===== config.mk =====
export PLATFORM = sky130hd
export DESIGN_NAME = ip_address_text_validator
export DESIGN_NICKNAME = d
export VERILOG_FILES = /design/src/rtl/ipv_pkg.sv /design/src/rtl/ipv_front.sv /design/src/rtl/ipv_queue.sv /design/src/rtl/ipv_back.sv /design/src/rtl/ip_address_text_validator.sv
export VERILOG_INCLUDE_DIRS = /design/src /design/src/rtl
export SDC_FILE = /design/constraint.sdc
export NUM_CORES = 1
export LEC_CHECK = 0
export BUFFER_PORTS_ARGS = -buffer_cell sky130_fd_sc_hd__buf_2
export CORE_MARGIN = 5
export CORE_UTILIZATION = 50
export CTS_BUF_LIST = sky130_fd_sc_hd__clkbuf_16
export CTS_CLUSTER_SIZE = 24
export DETAILED_ROUTE_END_ITERATION = 16
export PLACE_DENSITY = 0.66
export SYNTH_ARGS = -nofsm -noshare
export SYNTH_HDL_FRONTEND = slang
export SYNTH_SLANG_ARGS = --single-unit
export TNS_END_PERCENT = 50

===== constraint.sdc =====
create_clock -name clk -period 4.14 [get_ports clk]
set_input_delay 0.414 -clock clk [delete_from_list [all_inputs] [get_ports clk]]
set_output_delay 0.414 -clock clk [all_outputs]
set_load 0.05 [all_outputs]

===== src/rtl/ip_address_text_validator_macros.svh =====
// ----------------------------------------------------------------------------
// Assertion macros for the address text validator
// Shared assertion forms, clocked on clk and held off during reset.
// ----------------------------------------------------------------------------
`ifndef IP_ADDRESS_TEXT_VALIDATOR_MACROS_SVH
`define IP_ADDRESS_TEXT_VALIDATOR_MACROS_SVH

// same-cycle implication
`define IPV_ASSERT_NOW(lbl, ante, cons, msg) \
  lbl: assert property (@(posedge clk) disable iff (!rst_n) (ante) |-> (cons)) \
    else $error(msg);

// next-cycle implication
`define IPV_ASSERT_NEXT(lbl, ante, cons, msg) \
  lbl: assert property (@(posedge clk) disable iff (!rst_n) (ante) |=> (cons)) \
    else $error(msg);

`endif


===== src/rtl/ipv_pkg.sv =====
// ----------------------------------------------------------------------------
// ipv_pkg
// Types and constants shared by the address text validator modules.
// ----------------------------------------------------------------------------
package ipv_pkg;

  // character classes seen by the checkers
  typedef enum logic [2:0] {
    CLS_DEC,
    CLS_HEX_ALPHA,
    CLS_DOT,
    CLS_COLON,
    CLS_OTHER
  } char_cls_t;

  typedef enum logic [1:0] {
    VERDICT_V4      = 2'd0,
    VERDICT_V6      = 2'd1,
    VERDICT_NEITHER = 2'd2
  } verdict_t;

  localparam logic [7:0] CH_DOT   = 8'h2E;
  localparam logic [7:0] CH_COLON = 8'h3A;

  localparam logic [2:0] V4_MAX_DIGITS = 3'd3;
  localparam logic [9:0] V4_MAX_VALUE  = 10'd255;
  localparam logic [2:0] V4_DOTS       = 3'd3;
  localparam logic [2:0] V4_DOT_SAT    = 3'd7;
  localparam logic [2:0] V6_MAX_DIGITS = 3'd4;
  localparam logic [3:0] V6_COLONS     = 4'd7;
  localparam logic [3:0] V6_COLON_SAT  = 4'd15;

  // one classified character travelling from front to back
  typedef struct packed {
    char_cls_t  cls;
    logic [3:0] digit;
    logic       last;
  } q_entry_t;

  typedef struct packed {
    logic full;
    logic empty;
  } q_status_t;

  function automatic char_cls_t classify(input logic [7:0] ch);
    char_cls_t c;
    c = CLS_OTHER;
    if (ch >= 8'h30 && ch <= 8'h39) begin
      c = CLS_DEC;
    end else if ((ch >= 8'h41 && ch <= 8'h46) || (ch >= 8'h61 && ch <= 8'h66)) begin
      c = CLS_HEX_ALPHA;
    end else if (ch == CH_DOT) begin
      c = CLS_DOT;
    end else if (ch == CH_COLON) begin
      c = CLS_COLON;
    end
    return c;
  endfunction

endpackage


===== src/rtl/ipv_front.sv =====
// ----------------------------------------------------------------------------
// ipv_front
// Accepts characters, classifies them and holds one request for the queue.
// ----------------------------------------------------------------------------
module ipv_front
  import ipv_pkg::*;
(
  input  logic       clk,
  input  logic       rst_n,
  input  logic       in_tvalid,
  output logic       in_tready,
  input  logic [7:0] in_tdata,   // [7:0] ch
  input  logic       in_tlast,   // last
  output logic       fe_valid,
  input  logic       fe_ready,
  output q_entry_t   fe_entry
);

  logic     fv_r;
  q_entry_t entry_r;

  assign in_tready = !fv_r || fe_ready;
  assign fe_valid  = fv_r;
  assign fe_entry  = entry_r;

  always_ff @(posedge clk) begin
    if (!rst_n) begin
      fv_r <= 1'b0;
    end else if (in_tvalid && in_tready) begin
      fv_r <= 1'b1;
    end else if (fe_ready) begin
      fv_r <= 1'b0;
    end
  end

  always_ff @(posedge clk) begin
    if (in_tvalid && in_tready) begin
      entry_r.cls   <= classify(in_tdata);
      entry_r.digit <= in_tdata[3:0];
      entry_r.last  <= in_tlast;
    end
  end

endmodule


===== src/rtl/ipv_queue.sv =====
// ----------------------------------------------------------------------------
// ipv_queue
// Short queue of classified characters between front and back.
// ----------------------------------------------------------------------------
module ipv_queue
  import ipv_pkg::*;
#(
  parameter int QDEPTH = 4
) (
  input  logic      clk,
  input  logic      rst_n,
  input  logic      push,
  input  q_entry_t  push_entry,
  input  logic      pop,
  output q_entry_t  head,
  output q_status_t status,
  output logic [$clog2(QDEPTH+1)-1:0] count
);

  localparam int PW = $clog2(QDEPTH);
  localparam int CW = $clog2(QDEPTH + 1);

  q_entry_t        mem [QDEPTH];
  logic [PW-1:0]   wr_ptr_r, rd_ptr_r;
  logic [CW-1:0]   count_r;
  logic            do_push, do_pop;

  assign status.full  = (count_r == CW'(QDEPTH));
  assign status.empty = (count_r == '0);
  assign count        = count_r;
  assign head         = mem[rd_ptr_r];
  assign do_push      = push && !status.full;
  assign do_pop       = pop && !status.empty;

  always_ff @(posedge clk) begin
    if (do_push) begin
      mem[wr_ptr_r] <= push_entry;
    end
  end

  always_ff @(posedge clk) begin
    if (!rst_n) begin
      wr_ptr_r <= '0;
      rd_ptr_r <= '0;
      count_r  <= '0;
    end else begin
      if (do_push) begin
        wr_ptr_r <= (wr_ptr_r == PW'(QDEPTH - 1)) ? '0 : wr_ptr_r + 1'b1;
      end
      if (do_pop) begin
        rd_ptr_r <= (rd_ptr_r == PW'(QDEPTH - 1)) ? '0 : rd_ptr_r + 1'b1;
      end
      if (do_push && !do_pop) begin
        count_r <= count_r + 1'b1;
      end else if (do_pop && !do_push) begin
        count_r <= count_r - 1'b1;
      end
    end
  end

endmodule


===== src/rtl/ipv_back.sv =====
// ----------------------------------------------------------------------------
// ipv_back
// Runs the IPv4 and IPv6 field checkers and registers the verdict.
// ----------------------------------------------------------------------------
module ipv_back
  import ipv_pkg::*;
(
  input  logic       clk,
  input  logic       rst_n,
  input  logic       q_valid,
  input  q_entry_t   q_head,
  output logic       q_pop,
  output logic       out_tvalid,
  input  logic       out_tready,
  output logic [7:0] out_tdata   // [1:0] verdict, [7:2] zero
);

  logic [2:0] v4_len_r, v4_len_nxt;
  logic [9:0] v4_val_r, v4_val_nxt;
  logic       v4_fz_r, v4_fz_nxt;
  logic [2:0] v4_dots_r, v4_dots_nxt;
  logic       v4_inv_r, v4_inv_nxt;
  logic [2:0] v6_len_r, v6_len_nxt;
  logic [3:0] v6_colons_r, v6_colons_nxt;
  logic       v6_inv_r, v6_inv_nxt;
  logic       ov_r;
  verdict_t   verdict_r, verdict_nxt;
  logic [13:0] val_x10;

  // a last character needs the output slot, others pass straight through
  assign q_pop      = q_valid && (!q_head.last || !ov_r || out_tready);
  assign out_tvalid = ov_r;
  assign out_tdata  = {6'd0, verdict_r};
  assign val_x10    = {1'b0, v4_val_r, 3'b000} + {3'b000, v4_val_r, 1'b0}
                    + {10'd0, q_head.digit};

  function automatic logic v4_bad(input logic [2:0] len, input logic [9:0] val,
                                  input logic fz);
    return (len == 3'd0) || (len > V4_MAX_DIGITS) || (val > V4_MAX_VALUE) ||
           (fz && len > 3'd1);
  endfunction

  always_comb begin
    v4_len_nxt    = v4_len_r;
    v4_val_nxt    = v4_val_r;
    v4_fz_nxt     = v4_fz_r;
    v4_dots_nxt   = v4_dots_r;
    v4_inv_nxt    = v4_inv_r;
    v6_len_nxt    = v6_len_r;
    v6_colons_nxt = v6_colons_r;
    v6_inv_nxt    = v6_inv_r;
    verdict_nxt   = VERDICT_NEITHER;

    // IPv4 side
    case (q_head.cls)
      CLS_DOT: begin
        if (v4_bad(v4_len_r, v4_val_r, v4_fz_r)) v4_inv_nxt = 1'b1;
        v4_len_nxt = '0;
        v4_val_nxt = '0;
        v4_fz_nxt  = 1'b0;
        if (v4_dots_r < V4_DOT_SAT) v4_dots_nxt = v4_dots_r + 1'b1;
      end
      CLS_DEC: begin
        if (v4_len_r == 3'd0) v4_fz_nxt = (q_head.digit == 4'd0);
        if (v4_len_r < V4_MAX_DIGITS) v4_val_nxt = val_x10[9:0];
        if (v4_len_r <= V4_MAX_DIGITS) v4_len_nxt = v4_len_r + 1'b1;
      end
      default: v4_inv_nxt = 1'b1;
    endcase

    // IPv6 side
    case (q_head.cls) inside
      CLS_COLON: begin
        if (v6_len_r == 3'd0 || v6_len_r > V6_MAX_DIGITS) v6_inv_nxt = 1'b1;
        v6_len_nxt = '0;
        if (v6_colons_r < V6_COLON_SAT) v6_colons_nxt = v6_colons_r + 1'b1;
      end
      CLS_DEC, CLS_HEX_ALPHA: begin
        if (v6_len_r <= V6_MAX_DIGITS) v6_len_nxt = v6_len_r + 1'b1;
      end
      default: v6_inv_nxt = 1'b1;
    endcase

    // close both open fields and judge
    if (q_head.last) begin
      if (v4_bad(v4_len_nxt, v4_val_nxt, v4_fz_nxt)) v4_inv_nxt = 1'b1;
      if (v6_len_nxt == 3'd0 || v6_len_nxt > V6_MAX_DIGITS) v6_inv_nxt = 1'b1;
      if (!v4_inv_nxt && v4_dots_nxt == V4_DOTS) begin
        verdict_nxt = VERDICT_V4;
      end else if (!v6_inv_nxt && v6_colons_nxt == V6_COLONS) begin
        verdict_nxt = VERDICT_V6;
      end
      v4_len_nxt    = '0;
      v4_val_nxt    = '0;
      v4_fz_nxt     = 1'b0;
      v4_dots_nxt   = '0;
      v4_inv_nxt    = 1'b0;
      v6_len_nxt    = '0;
      v6_colons_nxt = '0;
      v6_inv_nxt    = 1'b0;
    end
  end

  always_ff @(posedge clk) begin
    if (!rst_n) begin
      v4_len_r    <= '0;
      v4_val_r    <= '0;
      v4_fz_r     <= 1'b0;
      v4_dots_r   <= '0;
      v4_inv_r    <= 1'b0;
      v6_len_r    <= '0;
      v6_colons_r <= '0;
      v6_inv_r    <= 1'b0;
      ov_r        <= 1'b0;
    end else begin
      if (q_pop) begin
        v4_len_r    <= v4_len_nxt;
        v4_val_r    <= v4_val_nxt;
        v4_fz_r     <= v4_fz_nxt;
        v4_dots_r   <= v4_dots_nxt;
        v4_inv_r    <= v4_inv_nxt;
        v6_len_r    <= v6_len_nxt;
        v6_colons_r <= v6_colons_nxt;
        v6_inv_r    <= v6_inv_nxt;
      end
      if (q_pop && q_head.last) begin
        ov_r <= 1'b1;
      end else if (out_tready) begin
        ov_r <= 1'b0;
      end
    end
  end

  always_ff @(posedge clk) begin
    if (q_pop && q_head.last) begin
      verdict_r <= verdict_nxt;
    end
  end

endmodule


===== src/rtl/ip_address_text_validator.sv =====
// ----------------------------------------------------------------------------
// ip_address_text_validator
// Classifies a streamed address string as IPv4, IPv6 or neither.
// ----------------------------------------------------------------------------
// Send the address one ASCII character per request, tlast on the final one.
// One character is taken every cycle while the result side keeps up; the
// verdict (0 IPv4, 1 IPv6, 2 neither) leaves once the last character has
// passed the classifying input register, the character queue and the
// verdict output register. The queue of QDEPTH entries absorbs result-side
// stalls before the input side backs up.
// Checker state clears after every verdict.
module ip_address_text_validator
  import ipv_pkg::*;
#(
  parameter int QDEPTH = 4
) (
  input  logic       clk,
  input  logic       rst_n,
  input  logic       in_tvalid,
  output logic       in_tready,
  input  logic [7:0] in_tdata,   // [7:0] ch
  input  logic       in_tlast,   // last
  output logic       out_tvalid,
  input  logic       out_tready,
  output logic [7:0] out_tdata   // [1:0] verdict, [7:2] zero
);

  `include "ip_address_text_validator_macros.svh"

  logic      fe_valid;
  q_entry_t  fe_entry;
  q_entry_t  q_head;
  q_status_t q_status;
  logic      q_pop;
  logic [$clog2(QDEPTH+1)-1:0] q_count;

  ipv_front u_front (
    .clk       (clk),
    .rst_n     (rst_n),
    .in_tvalid (in_tvalid),
    .in_tready (in_tready),
    .in_tdata  (in_tdata),
    .in_tlast  (in_tlast),
    .fe_valid  (fe_valid),
    .fe_ready  (!q_status.full),
    .fe_entry  (fe_entry)
  );

  ipv_queue #(.QDEPTH(QDEPTH)) u_queue (
    .clk        (clk),
    .rst_n      (rst_n),
    .push       (fe_valid),
    .push_entry (fe_entry),
    .pop        (q_pop),
    .head       (q_head),
    .status     (q_status),
    .count      (q_count)
  );

  ipv_back u_back (
    .clk        (clk),
    .rst_n      (rst_n),
    .q_valid    (!q_status.empty),
    .q_head     (q_head),
    .q_pop      (q_pop),
    .out_tvalid (out_tvalid),
    .out_tready (out_tready),
    .out_tdata  (out_tdata)
  );

  `IPV_ASSERT_NOW(a_verdict_code, out_tvalid, out_tdata[1:0] != 2'd3, "bad verdict code")
  `IPV_ASSERT_NOW(a_queue_bound, 1'b1, q_count <= QDEPTH, "queue count overflow")
  `IPV_ASSERT_NOW(a_stall_cause, !in_tready, fe_valid && q_status.full, "input stalled without cause")
  `IPV_ASSERT_NEXT(a_queue_fill, fe_valid && !q_status.full && !q_pop, !q_status.empty, "push lost")

endmodule


* Word-level counts from Yosys, hierarchy flattened
Memory sizes are Yosys's and may differ from the RTL's. A register that Yosys moved wholly into a read port is not among the register bits.
Cells that the tools add are included.
Widths: inputs -> output; s select.
** Word-level totals
- Bits in registers :: 45
- Memories kept :: 1
- Memory bits (writable) :: 32
** Operators by class
- Multiplexer cells :: 47
- Reduce and logical (&&, ||, !) cells :: 48
- Equality and inequality tests :: 11
- Bitwise gates (word level) :: 1
- Magnitude comparators :: 19
- Add/sub/neg operators :: 10
** Memories
- u_queue.mem :: depth 4, bits a word 8, read ports 1, clocked after memory_dff 1, wr ports 1, line ipv_queue.sv:23 : q_entry_t mem [QDEPTH];
** Operator list (number)
- $mux 3 :: 12
- $gt 10x8->1 const B :: 2
- $mux 10 :: 2
- $pmux 10 s2 :: 1
- $mux 1 :: 19
- $logic_not 3->1 :: 6
- $eq 8x6->1 const B :: 2
- $ge 8x7->1 const B :: 2
- $le 8x7->1 const B :: 2
- $logic_and 1x1->1 :: 14
- $mux 2 :: 7
- $add 3x1->3 const B :: 4
- $logic_or 1x1->1 :: 12
- $mux 4 :: 3
- $add 10x10->10 :: 1
- $add 10x4->10 :: 1
- $eq 3x2->1 const B :: 3
- $logic_not 1->1 :: 9
- $ge 8x6->1 const B :: 1
- $le 8x6->1 const B :: 1
- $gt 3x1->1 const B :: 2
- $gt 3x2->1 const B :: 2
- $gt 3x3->1 const B :: 2
- $pmux 3 s2 :: 1
- 19 further kinds :: 25

* Logic depth before layout (Yosys ltp)
Gate-level depths: netlist (run 1).
- Depth in word-level cells :: 12
- Mapped depth :: 13
- Gate-level depth less buffers :: 12

* Modules after synthesis
From an unflattened synthesis (run 1), not the netlist that was laid out.
** Unflattened totals
- Cell total of the unflattened synthesis :: 401
- Area total of the unflattened synthesis :: 4401.7 um^2
** Modules (own cells, without submodules)
- ipv_back :: sequential area each 600.6 um^2, area an instance 2339.7 um^2, cells an instance 275, times used 1
- ipv_queue :: sequential area each 1141.1 um^2, area an instance 1630.3 um^2, cells an instance 93, times used 1
- ipv_front :: sequential area each 260.2 um^2, area an instance 424.2 um^2, cells an instance 31, times used 1
- ip_address_text_validator :: sequential area each 0.0 um^2, area an instance 7.5 um^2, cells an instance 2, times used 1

* Worst setup path before layout (run 1)
Ideal clock, no wire load.
- Path kind :: flip-flop to flip-flop
- Start point :: register with a tool-made name
- End point :: register u_back.verdict_r[1] (data pin)
- Period minus slack after synthesis :: 3.277 ns
- Cell stages (with the launch flop) :: 14
- Arrival time :: 3.012 ns
- Path slack :: 0.863 ns
- Cells stage by stage :: dfxtp_1 > buf_6 > mux4_1 > inv_1 > fa_1 > inv_1 > fa_1 > a21o_1 > nand2_1 > a21oi_1 > a21oi_1 > or3b_2 > a311oi_2 > a21oi_1
** RTL lines
- to (signal assigned) :: line ipv_back.sv:136 : verdict_r <= verdict_nxt;
- to (decl) :: line ipv_back.sv:27 : verdict_t verdict_r, verdict_nxt;

==> run_results.csv, run 1 <==
group,metric,value,unit
status,status,"complete, no violations",
clock_tree,clkLatencyLatePin,0.33,ns
clock_tree,post_cts.repair.setup_buffers,0,
cells_and_area,syn_to_final_growth,10.02,%
global_route,grt_pass1_vias,2739,
clock_tree,cts_repair_resize_count,0,
sta,finalSetupViolations,0,
logic_synthesis,synth.area.top_cells,"edfxtp_1, dfxtp_1, ha_1",
floorplanning,rows,33,
clock_tree,cts_tree,"done",
sta,fin_crit_sh,84.54,%
clock_tree,cts_max_level,3,
sta,clock_skew,0.006828,ns
setup_path,critical_path.cell_chain,"mux4_1 -> inv_1 -> fa_1 -> inv_1 -> ha_1 -> a211o_1 -> a21boi_0 -> o21bai_1 -> o32ai_1 -> nand3_1 -> a311oi_2 -> a21oi_1",
sta,tightest_slew,0.9604,ns
logic_synthesis,synth_top_family_by_area,"compound AO/OA/AOI/OAI gates",
global_route,gr-max-usage-layer,"met2",
global_route,met3_usage,3.891,%
logic_synthesis,synth_edf_count,42,
setup_path,r2r-end,"u_back.verdict_r[1]",
drt,drtIter0Drc,96,
sta,max_freq,285.7,MHz
global_route,met1_usage,21.57,%
logic_synthesis,synth_top_area_share,29.72,%
sta,max_slew_margin,35.74,%
global_route,grt_use_total,16.38,%
logic_synthesis,synthXorXnorAreaFrac,2.476,%
cells_and_area,drive_gt1_share,12.78,%
global_route,grt.overflow.total,0,
setup_path,path_max_fanout,4,
logic_synthesis,synth_top_cell_by_area,"edfxtp_1",
setup_path,path_buf_inv,2,
sta,layout_min_cycle_time,3.500,ns
setup_path,start_kind,"flop",
setup_path,cp_common_cell,"inv_1",
sta,fin_hold_ws,0.2567,ns
drt,vias,2868,
placed_design,hpwl,5762,um
clock_tree,hold_buffers,0,
sta,maxSlewViolCount,0,
drt,drtAntennaViolNets,0,
logic_synthesis,synthCells,384,
drt,routedWlPerCell,15.67,um
logic_synthesis,synth_compound_area_share,15.09,%
setup_path,critPathKind,"reg -> reg",
logic_synthesis,ys.flop_type,"edfxtp_1",
setup_path,reg2reg_slack,0.64,ns
run,drv_cap,0,
drt,first_pass_iters,4,
power_and_ir_drop,powerDensity,546.8,nW/um^2
logic_synthesis,ys_ff_latch,79,
global_route,grt_pass1_wl,13310,um
setup_path,critPathMaxStageDelay,0.60,ns
global_route,grtUsageMet2,27.59,%
sta,hold_viol,0,
setup_path,cp_top_family,"compound AO/OA/AOI/OAI gates",
setup_path,arrival,3.57,ns
sta,fin_tns_setup,0,ns
logic_synthesis,synth.mux.area_fraction,5.896,%
setup_path,cp_slowest_cell,"mux4_1",
floorplanning,core,8258,sq um
logic_synthesis,syn_area,4244,sq um
clock_tree,cts_sinks,79,
setup_path,ff2ff_path_depth,12,
clock_tree,root_buffer,"clkbuf_16",
floorplanning,io_pins,23,
clock_tree,cts_max_path_buffers,2,
floorplanning,dieArea,10430,sq um
logic_synthesis,synth.avg_cell_area,11.05,sq um
drt,via_per_inst,5.602,
clock_tree,numCtsBuffers,9,
logic_synthesis,synth.distinct_cells,64,
placed_design,place_congestion,0.8371,
floorplanning,die_x,102.1,um
logic_synthesis,async_flop_share,0,%
cells_and_area,nets,447,
power_and_ir_drop,peakVddDrop,0.3005,mV
drt,wirelength,8021,um
drt,drc_errors,0,
worst_hold_path,hold_path_class,"in -> reg",
placed_design,port_buffers,16,
floorplanning,initial_core_util,51.39,%
clock_tree,clk_pin_slew_worst_paths,0.06,ns
global_route,grt_max_degree,29,
logic_synthesis,synth_seq_area_share,47.17,%
logic_synthesis,yosysWarnings,0,
global_route,antenna_found_initial,0,
setup_path,crit_required,4.21,ns
setup_path,endpoint,"u_back.verdict_r[1]",
sta,rsz0062_at_grt,"no",
cells_and_area,antenna_cells,0,
cells_and_area,post-route-util,56.55,%
setup_path,path_depth,12,
setup_path,cp-end-kind,"flop",
logic_synthesis,synthAdderAreaFrac,9.965,%
floorplanning,fp.dieH,102.1,um
logic_synthesis,yosys.area_share.simple,14.95,%
power_and_ir_drop,power.leakage,1.783,nW
## cells by family after synthesis
family	after synthesis
AND/OR/NAND/NOR	113
adder cells (fa/ha/maj)	32
other	1
flip-flops	79
AO/OA/AOI/OAI	96
buffers and inverters	38
multiplexers	13
XOR/XNOR	12
## worst min-delay path by stage
stage	start	end	depth (start not counted)
detailed placement	u_back.v6_inv_r	u_back.v6_inv_r	2
floorplan	u_back.v6_inv_r	u_back.v6_inv_r	2
global route	in_tlast	u_front.fe_entry[0]	1
CTS	in_tlast	u_front.fe_entry[0]	1
finish	in_tlast	u_front.fe_entry[0]	1
global placement	u_back.v6_inv_r	u_back.v6_inv_r	2
## flip-flops by register name (all words and copies together) (netlist names), 3 cells and up, named ones only
signal,cells
u_back.v6_colons_r,4
u_back.v4_len_r,3
u_queue.count,3
u_back.v4_val_r,10
u_queue.mem,32
u_front.fe_entry,8
u_back.v4_dots_r,3
u_back.v6_len_r,3
## cells in the final DEF, fill, tap and decap left out, types with 4 or more instances in the layout
cell,count
ha_1,29
inv_1,21
nor3b_1,4
o21ai_0,14
a22oi_1,16
nand3_1,6
nor2b_1,19
edfxtp_1,42
xor2_1,6
clkbuf_16,9
mux4_1,5
xnor2_1,6
dfxtp_1,37
conb_1,6
buf_2,16
nand2b_1,5
a21o_1,4
a21boi_0,4
nand2_1,19
mux2i_1,4
nor3_1,8
and2_1,8
a21oi_1,27
nor2_1,24
## power by group
part / switching, mW / internal (mW)
clock: 0.324 / 0.412
sequential: 0.0706 / 0.910
combinational: 0.518 / 0.319
total: 0.913 / 1.64
## Yosys cell counts (3+ instances only)
master and n:
dfxtp_1 37, mux4_1 5, edfxtp_1 42, nand3_1 6, o22ai_1 3, buf_4 7, nor2b_1 19, nor3_1 8
o21a_1 3, nand2_1 19, ha_1 29, o21bai_1 3, inv_1 21, nor3b_1 4, a21o_1 4, a22oi_1 16
nor2_1 24, o21ai_0 14, and2_1 8, mux2i_1 4, nand2b_1 5, a21oi_1 27, xor2_1 6, mux4_2 3
clkbuf_1 7, xnor2_1 6, a21boi_0 4, fa_1 3, and3_1 3
## through the flow
step	std cells	instance area (sq um)	total power [mW]	worst slack, ns
finish	512	4669	2.553	0.6402
CTS	512	4669	2.578	0.6532
detailed placement	496	4390	1.836	0.6513
floorplan	389	4263	1.645	0.8631
global route	512	4669	2.715	0.4418
global placement	496	4390	1.820	0.7743
## final cells by class
cell class / count / area [sq um]
clock buffers: 9 / 225.2
clock inverters: 7 / 53.80
fillers: 721 / 3588
inverters: 21 / 78.83
multi-input cells: 272 / 2076
flip-flops and latches: 79 / 2002
well taps: 105 / 131.4
repair buffers: 19 / 102.6
## routing by layer
layer  wire, um  vias up
met1       3831     1364
met2       3806       52
met5          0        -
met3        327        6
li1           -     1446
met4         55        0
Power figures use the tool's default switching activity.
==> inputs of run 2 (changes only) <==
--- a/config.mk
+++ b/config.mk
@@ -12,7 +12,7 @@
 export CTS_BUF_LIST = sky130_fd_sc_hd__clkbuf_16
 export CTS_CLUSTER_SIZE = 24
 export DETAILED_ROUTE_END_ITERATION = 16
-export PLACE_DENSITY = 0.66
+export PLACE_DENSITY = 0.69
 export SYNTH_ARGS = -nofsm -noshare
 export SYNTH_HDL_FRONTEND = slang
 export SYNTH_SLANG_ARGS = --single-unit
==> constraint.sdc (replaced) <==
create_clock -name clk -period 2.88 [get_ports clk]
set_input_delay 0.288 -clock clk [delete_from_list [all_inputs] [get_ports clk]]
set_output_delay 0.288 -clock clk [all_outputs]
set_load 0.05 [all_outputs]
==> run 2 against run 1 <==
Compared with the run above:
- the run now ends with negative setup slack left
- design area increased by 5.7%
- hold slack worse by 0.12 ns
- global-route usage grew 0.79 points
- routed wire length is 1.6% higher
- total power up 58%
- clock power rose by 62%
- critical path type unchanged
- highest routed layer unchanged
==> run_results.csv, run 2 (synthesis gave the netlist of run 1 again) <==
group,metric,value,unit
status,failed_checks,"negative setup slack",
floorplanning,core,8258,sq um
drt,drtAntennaViolNets,0,
global_route,grt_max_degree,29,
sta,max_slew_margin,39.53,%
global_route,antenna_found_initial,0,
cells_and_area,finalNonFillerCells,535,
setup_path,endpoint,"u_back.verdict_r[1]",
drt,drc_errors,0,
placed_design,place_congestion,0.8897,
clock_tree,hold_buffers,0,
placed_design,dp.cells,519,
run,drv_cap,0,
setup_path,critPathKind,"reg -> reg",
setup_path,r2r-end,"u_back.verdict_r[1]",
clock_tree,cts_max_path_buffers,2,
cells_and_area,layout_commonest_cell,"edfxtp_1",
setup_path,critical_path.cell_chain,"mux4_2 -> inv_2 -> fa_1 -> inv_2 -> ha_4 -> a211o_1 -> a21boi_2 -> o21bai_2 -> o32ai_2 -> nand3_1 -> a311oi_2 -> a21oi_1",
cells_and_area,antenna_cells,0,
floorplanning,fp.dieH,102.1,um
sta,layout_min_cycle_time,3.132,ns
drt,routedWlPerCell,15.23,um
cells_and_area,nets,470,
clock_tree,root_buffer,"clkbuf_16",
drt,first_pass_iters,4,
global_route,grt_pass1_vias,2968,
floorplanning,initial_core_util,51.39,%
sta,fin_hold_ws,0.1371,ns
cells_and_area,drive_gt1_share,20.00,%
setup_path,path_max_fanout,3,
global_route,grt.overflow.total,0,
power_and_ir_drop,fin_total_pwr,4.028,mW
global_route,grt_pass1_wl,14000,um
setup_path,ff2ff_path_depth,12,
clock_tree,clk_pin_slew_worst_paths,0.06,ns
setup_path,critPathLaunch,"u_queue.mem[3][4]",
sta,hold_viol,0,
power_and_ir_drop,peakVddDrop,0.3960,mV
floorplanning,die_x,102.1,um
placed_design,hpwl,5966,um
setup_path,reg2reg_slack,-0.25,ns
power_and_ir_drop,p_seq_share,34.7,%
setup_path,cp_common_cell,"inv_2",
setup_path,crit_required,2.95,ns
sta,clock_skew,0.006486,ns
clock_tree,clkLatencyLatePin,0.33,ns
setup_path,start_kind,"flop",
cells_and_area,nFillCells,702,
setup_path,cp-end-kind,"flop",
setup_path,cp_slowest_cell,"mux4_2",
sta,rsz0062_at_grt,"yes",
floorplanning,dieArea,10430,sq um
sta,max_freq,319.2,MHz
clock_tree,cts_sinks,79,
cells_and_area,post-route-util,59.74,%
status,status,"complete, but fails checks",
setup_path,arrival,3.20,ns
cells_and_area,final_cell_mix,"edfxtp_1, dfxtp_1, a21oi_1, ha_1, buf_4",
drt,via_per_inst,5.583,
power_and_ir_drop,clockPowerShare,29.6,%
drt,drtIter0Drc,92,
sta,fin_crit_sh,108.8,%
setup_path,critPathMaxStageDelay,0.50,ns
sta,finalSetupViolations,5,
clock_tree,numCtsBuffers,9,
clock_tree,cts_max_level,3,
power_and_ir_drop,power.leakage,1.911,nW
power_and_ir_drop,p_int,2.678,mW
worst_hold_path,holdPathStages,1,
sta,worst_slack,-0.2524,ns
cells_and_area,syn_to_final_growth,16.24,%
power_and_ir_drop,p_comb_share,35.7,%
floorplanning,rows,33,
drt,vias,2987,
cells_and_area,top_register,"u_queue.mem",
sta,maxSlewViolCount,0,
cells_and_area,largest_reg_flops,32,
global_route,grt_use_total,17.16,%
drt,wirelength,8150,um
cells_and_area,design_area,4933,sq um
power_and_ir_drop,powerDensity,816.4,nW/um^2
clock_tree,cts_tree,"done",
power_and_ir_drop,switching_share,33.51,%
power_and_ir_drop,p_switching,1.350,mW
placed_design,port_buffers,16,
worst_hold_path,hold_path_class,"in -> reg",
placed_design,post_dp_cell_area,4581,sq um
sta,tightest_slew,0.9028,ns
floorplanning,io_pins,23,
setup_path,r2r-start,"u_queue.mem[3][4]",
-- run 2: routing by layer --
metal / GRT usage, % / vias to the layer above / share of wire, %
met3: 4.369 / 9 / 4.5
met5: 0 / - / 0
met4: 5.449 / 0 / 1.1
met2: 27.44 / 62 / 49
li1: - / 1492 / -
met1: 23.04 / 1424 / 45
-- run 2: timing repair --
action / 4_1_cts / 5_1_grt
gates resized for setup: 3 / 2
pin swaps: 4 / 2
setup buffers: 0 / 0
setup endpoints to repair: 5 / 5
-- run 2: power by group through the flow --
stage | clock (mW) | sequential (mW) | combinational, mW
CTS | 1.21 | 1.40 | 1.44
global placement | 0 | 1.41 | 1.37
floorplan | 0 | 1.43 | 0.963
detailed placement | 0 | 1.42 | 1.41
finish | 1.19 | 1.40 | 1.44
global route | 1.27 | 1.42 | 1.59
-- run 2: final cells by class --
class                   count  area [sq um]  share of cell area (%)
repair buffers             42         275.3                   5.580
multi-input cells         272          2130                   43.17
flip-flops and latches     79          2003                   40.60
clock buffers               9         225.2                   4.565
clock inverters             7         90.09                   1.826
well taps                 105         131.4                   2.663
inverters                  21         78.83                   1.598
-- run 2: how the worst min path moves through the flow --
stage	slack (ns)	end	startpoint
after floorplan	0.39	u_front.fe_entry[0]	in_tlast
after global placement	0.46	u_back.v6_inv_r	u_back.v6_inv_r
final	0.14	u_front.fe_entry[0]	in_tlast
after global routing	0.14	u_front.fe_entry[0]	in_tlast
after detailed placement	0.47	u_front.fe_entry[0]	in_tlast
after CTS	0.13	u_front.fe_entry[0]	in_tlast
-- run 2: stage by stage --
step	setup WS, ns	setup TNS [ns]
global placement	-0.2275	-0.4857
finish	-0.2524	-0.6588
global route	-0.3985	-1.507
CTS	-0.2904	-0.7131
floorplan	-0.2159	-0.4078
detailed placement	-0.2913	-0.6922
-- run 2: critical path, delay by kind of cell, from the launching register on --
kind	cells	cell delay [ns]
DFF	1	0.37
and+or+nand+nor	1	0.12
buffers and inverters	2	0.17
AOI/OAI and AO/OA	6	1.09
muxes	1	0.50
adders and majority gates	2	0.63
==> inputs of run 3 (changes only) <==
--- a/config.mk
+++ b/config.mk
@@ -12,7 +12,7 @@
 export CTS_BUF_LIST = sky130_fd_sc_hd__clkbuf_16
 export CTS_CLUSTER_SIZE = 24
 export DETAILED_ROUTE_END_ITERATION = 16
-export PLACE_DENSITY = 0.69
+export PLACE_DENSITY = 0.7
 export SYNTH_ARGS = -nofsm -noshare
 export SYNTH_HDL_FRONTEND = slang
 export SYNTH_SLANG_ARGS = --single-unit
==> run 3 against run 2 <==
Compared with the run above:
- the run still ends with negative setup slack left
- via count fell by 0.10%
- clock-buffer cell count stayed put
- routed wire length fell by 0.76%
- utilization decreased by 0.71 points
- total power is 3.7% lower
- die area is the same
- clock power fell by 8%
- critical endpoint unchanged
- largest cell class unchanged
- largest power group is now sequential cells
==> run_results.csv, run 3 (synthesis gave the netlist of run 1 again) <==
group,metric,value,unit
status,status,"complete, but fails checks",
status,failed_checks,"negative setup slack",
global_route,grt_pass1_wl,13570,um
global_route,grt_pass1_vias,3006,
clock_tree,cts_max_path_buffers,2,
drt,drtIter0Drc,114,
cells_and_area,post-route-util,59.03,%
sta,finalSetupViolations,4,
sta,fin_hold_ws,0.1302,ns
cells_and_area,nFillCells,714,
power_and_ir_drop,fin_total_pwr,3.879,mW
setup_path,cp-end-kind,"flop",
sta,fin_crit_sh,109.6,%
placed_design,place_congestion,0.8466,
cells_and_area,layout_commonest_cell,"edfxtp_1",
placed_design,dp.cells,513,
setup_path,cp_top_family,"compound AO/OA/AOI/OAI gates",
global_route,antenna_found_initial,0,
drt,first_pass_iters,4,
floorplanning,die_x,102.1,um
floorplanning,rows,33,
drt,wirelength,8088,um
sta,tightest_slew,0.9245,ns
clock_tree,cts_max_level,3,
sta,rsz0062_at_grt,"yes",
global_route,grt.overflow.total,0,
drt,vias,2984,
clock_tree,root_buffer,"clkbuf_16",
cells_and_area,antenna_cells,0,
setup_path,crit_required,2.96,ns
run,drv_cap,0,
sta,worst_slack,-0.2775,ns
global_route,grt_use_total,16.76,%
power_and_ir_drop,power.leakage,1.871,nW
cells_and_area,multi_input_area,2118,sq um
power_and_ir_drop,powerDensity,795.7,nW/um^2
clock_tree,cts_sinks,79,
clock_tree,cts_tree,"done",
setup_path,start_kind,"flop",
cells_and_area,largest_reg_flops,32,
sta,max_slew_margin,38.08,%
setup_path,cp_common_cell,"inv_2",
sta,hold_viol,0,
floorplanning,initial_core_util,51.39,%
global_route,grt_max_degree,29,
sta,clock_skew,0.006350,ns
worst_hold_path,hold_path_class,"in -> reg",
setup_path,critPathMaxStageDelay,0.51,ns
drt,via_per_inst,5.609,
cells_and_area,syn_to_final_growth,14.86,%
setup_path,path_max_fanout,4,
floorplanning,io_pins,23,
clock_tree,clkLatencyLatePin,0.34,ns
setup_path,cp_slowest_cell,"mux4_2",
cells_and_area,seq_area,2006,sq um
placed_design,port_buffers,16,
sta,maxSlewViolCount,0,
cells_and_area,finalNonFillerCells,532,
setup_path,path_buf_inv,2,
setup_path,critical_path.cell_chain,"mux4_2 -> inv_2 -> fa_1 -> inv_2 -> ha_4 -> a211o_1 -> a21boi_2 -> o21bai_1 -> o32ai_1 -> nand3_1 -> a311oi_2 -> a21oi_1",
drt,routedWlPerCell,15.20,um
cells_and_area,nets,467,
cells_and_area,drive_gt1_share,20.37,%
clock_tree,clk_pin_slew_worst_paths,0.06,ns
floorplanning,dieArea,10430,sq um
power_and_ir_drop,peakVddDrop,0.4783,mV
setup_path,critPathKind,"reg -> reg",
floorplanning,fp.dieH,102.1,um
setup_path,arrival,3.24,ns
cells_and_area,final_cell_mix,"edfxtp_1, dfxtp_1, ha_1",
floorplanning,core,8258,sq um
sta,layout_min_cycle_time,3.157,ns
drt,drtAntennaViolNets,0,
placed_design,hpwl,5845,um
clock_tree,numCtsBuffers,9,
drt,drc_errors,0,
cells_and_area,top_register,"u_queue.mem",
sta,max_freq,316.7,MHz
-- run 3: cell count changes in the layout (fill, tap and decap cells not counted), sizes merged --
cell / previous run / this run
bufinv: 2 / 0
inv: 23 / 26
buf: 42 / 39
clkinv: 3 / 2
-- run 3: worst register-to-register path, delay by kind of cell (launching register included) --
family,cells,cell delay (ns)
buffers and inverters,2,0.17
muxes,1,0.51
adders and majority gates,2,0.63
AOI/OAI and AO/OA,6,1.09
and+or+nand+nor,1,0.13
DFF,1,0.36
-- run 3: where the power goes --
part | internal, mW | switching, mW
Sequential | 1.31 | 0.0889
Combinational | 0.585 | 0.804
Clock | 0.605 | 0.484
-- run 3: stage by stage --
step,area [sq um],setup WS [ns],setup TNS [ns]
detailed placement,4536,-0.2805,-0.6251
CTS,4861,-0.2961,-0.6738
finish,4875,-0.2775,-0.6393
floorplan,4280,-0.2159,-0.4078
global placement,4536,-0.2285,-0.4970
global route,4875,-0.4663,-1.413
-- run 3: path summary, 6_finish.rpt --
| check | start | end | slack [ns] | cells past startpoint |
|---|---|---|---|---|
| min reg2reg | u_back.v6_inv_r | u_back.v6_inv_r | 0.48 | 2 |
| max reg2reg | flop | u_back.verdict_r[1] | -0.28 | 12 |
| min | in_tlast | u_front.fe_entry[0] | 0.13 | 1 |
| max | flop | u_back.verdict_r[1] | -0.28 | 12 |
-- run 3: layout make-up --
| cell class | instances | share of cell area, % |
|---|---|---|
| multi-input cells | 272 | 43.45 |
| flip-flops and latches | 79 | 41.14 |
| repair buffers | 39 | 5.185 |
| clock buffers | 9 | 4.620 |
| well taps | 105 | 2.695 |
| inverters | 21 | 1.617 |
| clock inverters | 7 | 1.283 |
-- run 3: timing repair --
item	in CTS	in global routing
setup endpoints to repair	5	7
gates resized for setup	4	5
buffers inserted	1	2
pin swaps	3	7
hold buffers	0	0
cloned	0	0
-- run 3: layer usage --
metal	GRT usage [%]	vias up	share of wire, %
met1	20.00	1447	44
met5	0	-	0
li1	-	1479	-
met3	4.232	13	3.9
met2	29.14	45	51
met4	6.357	0	1.8
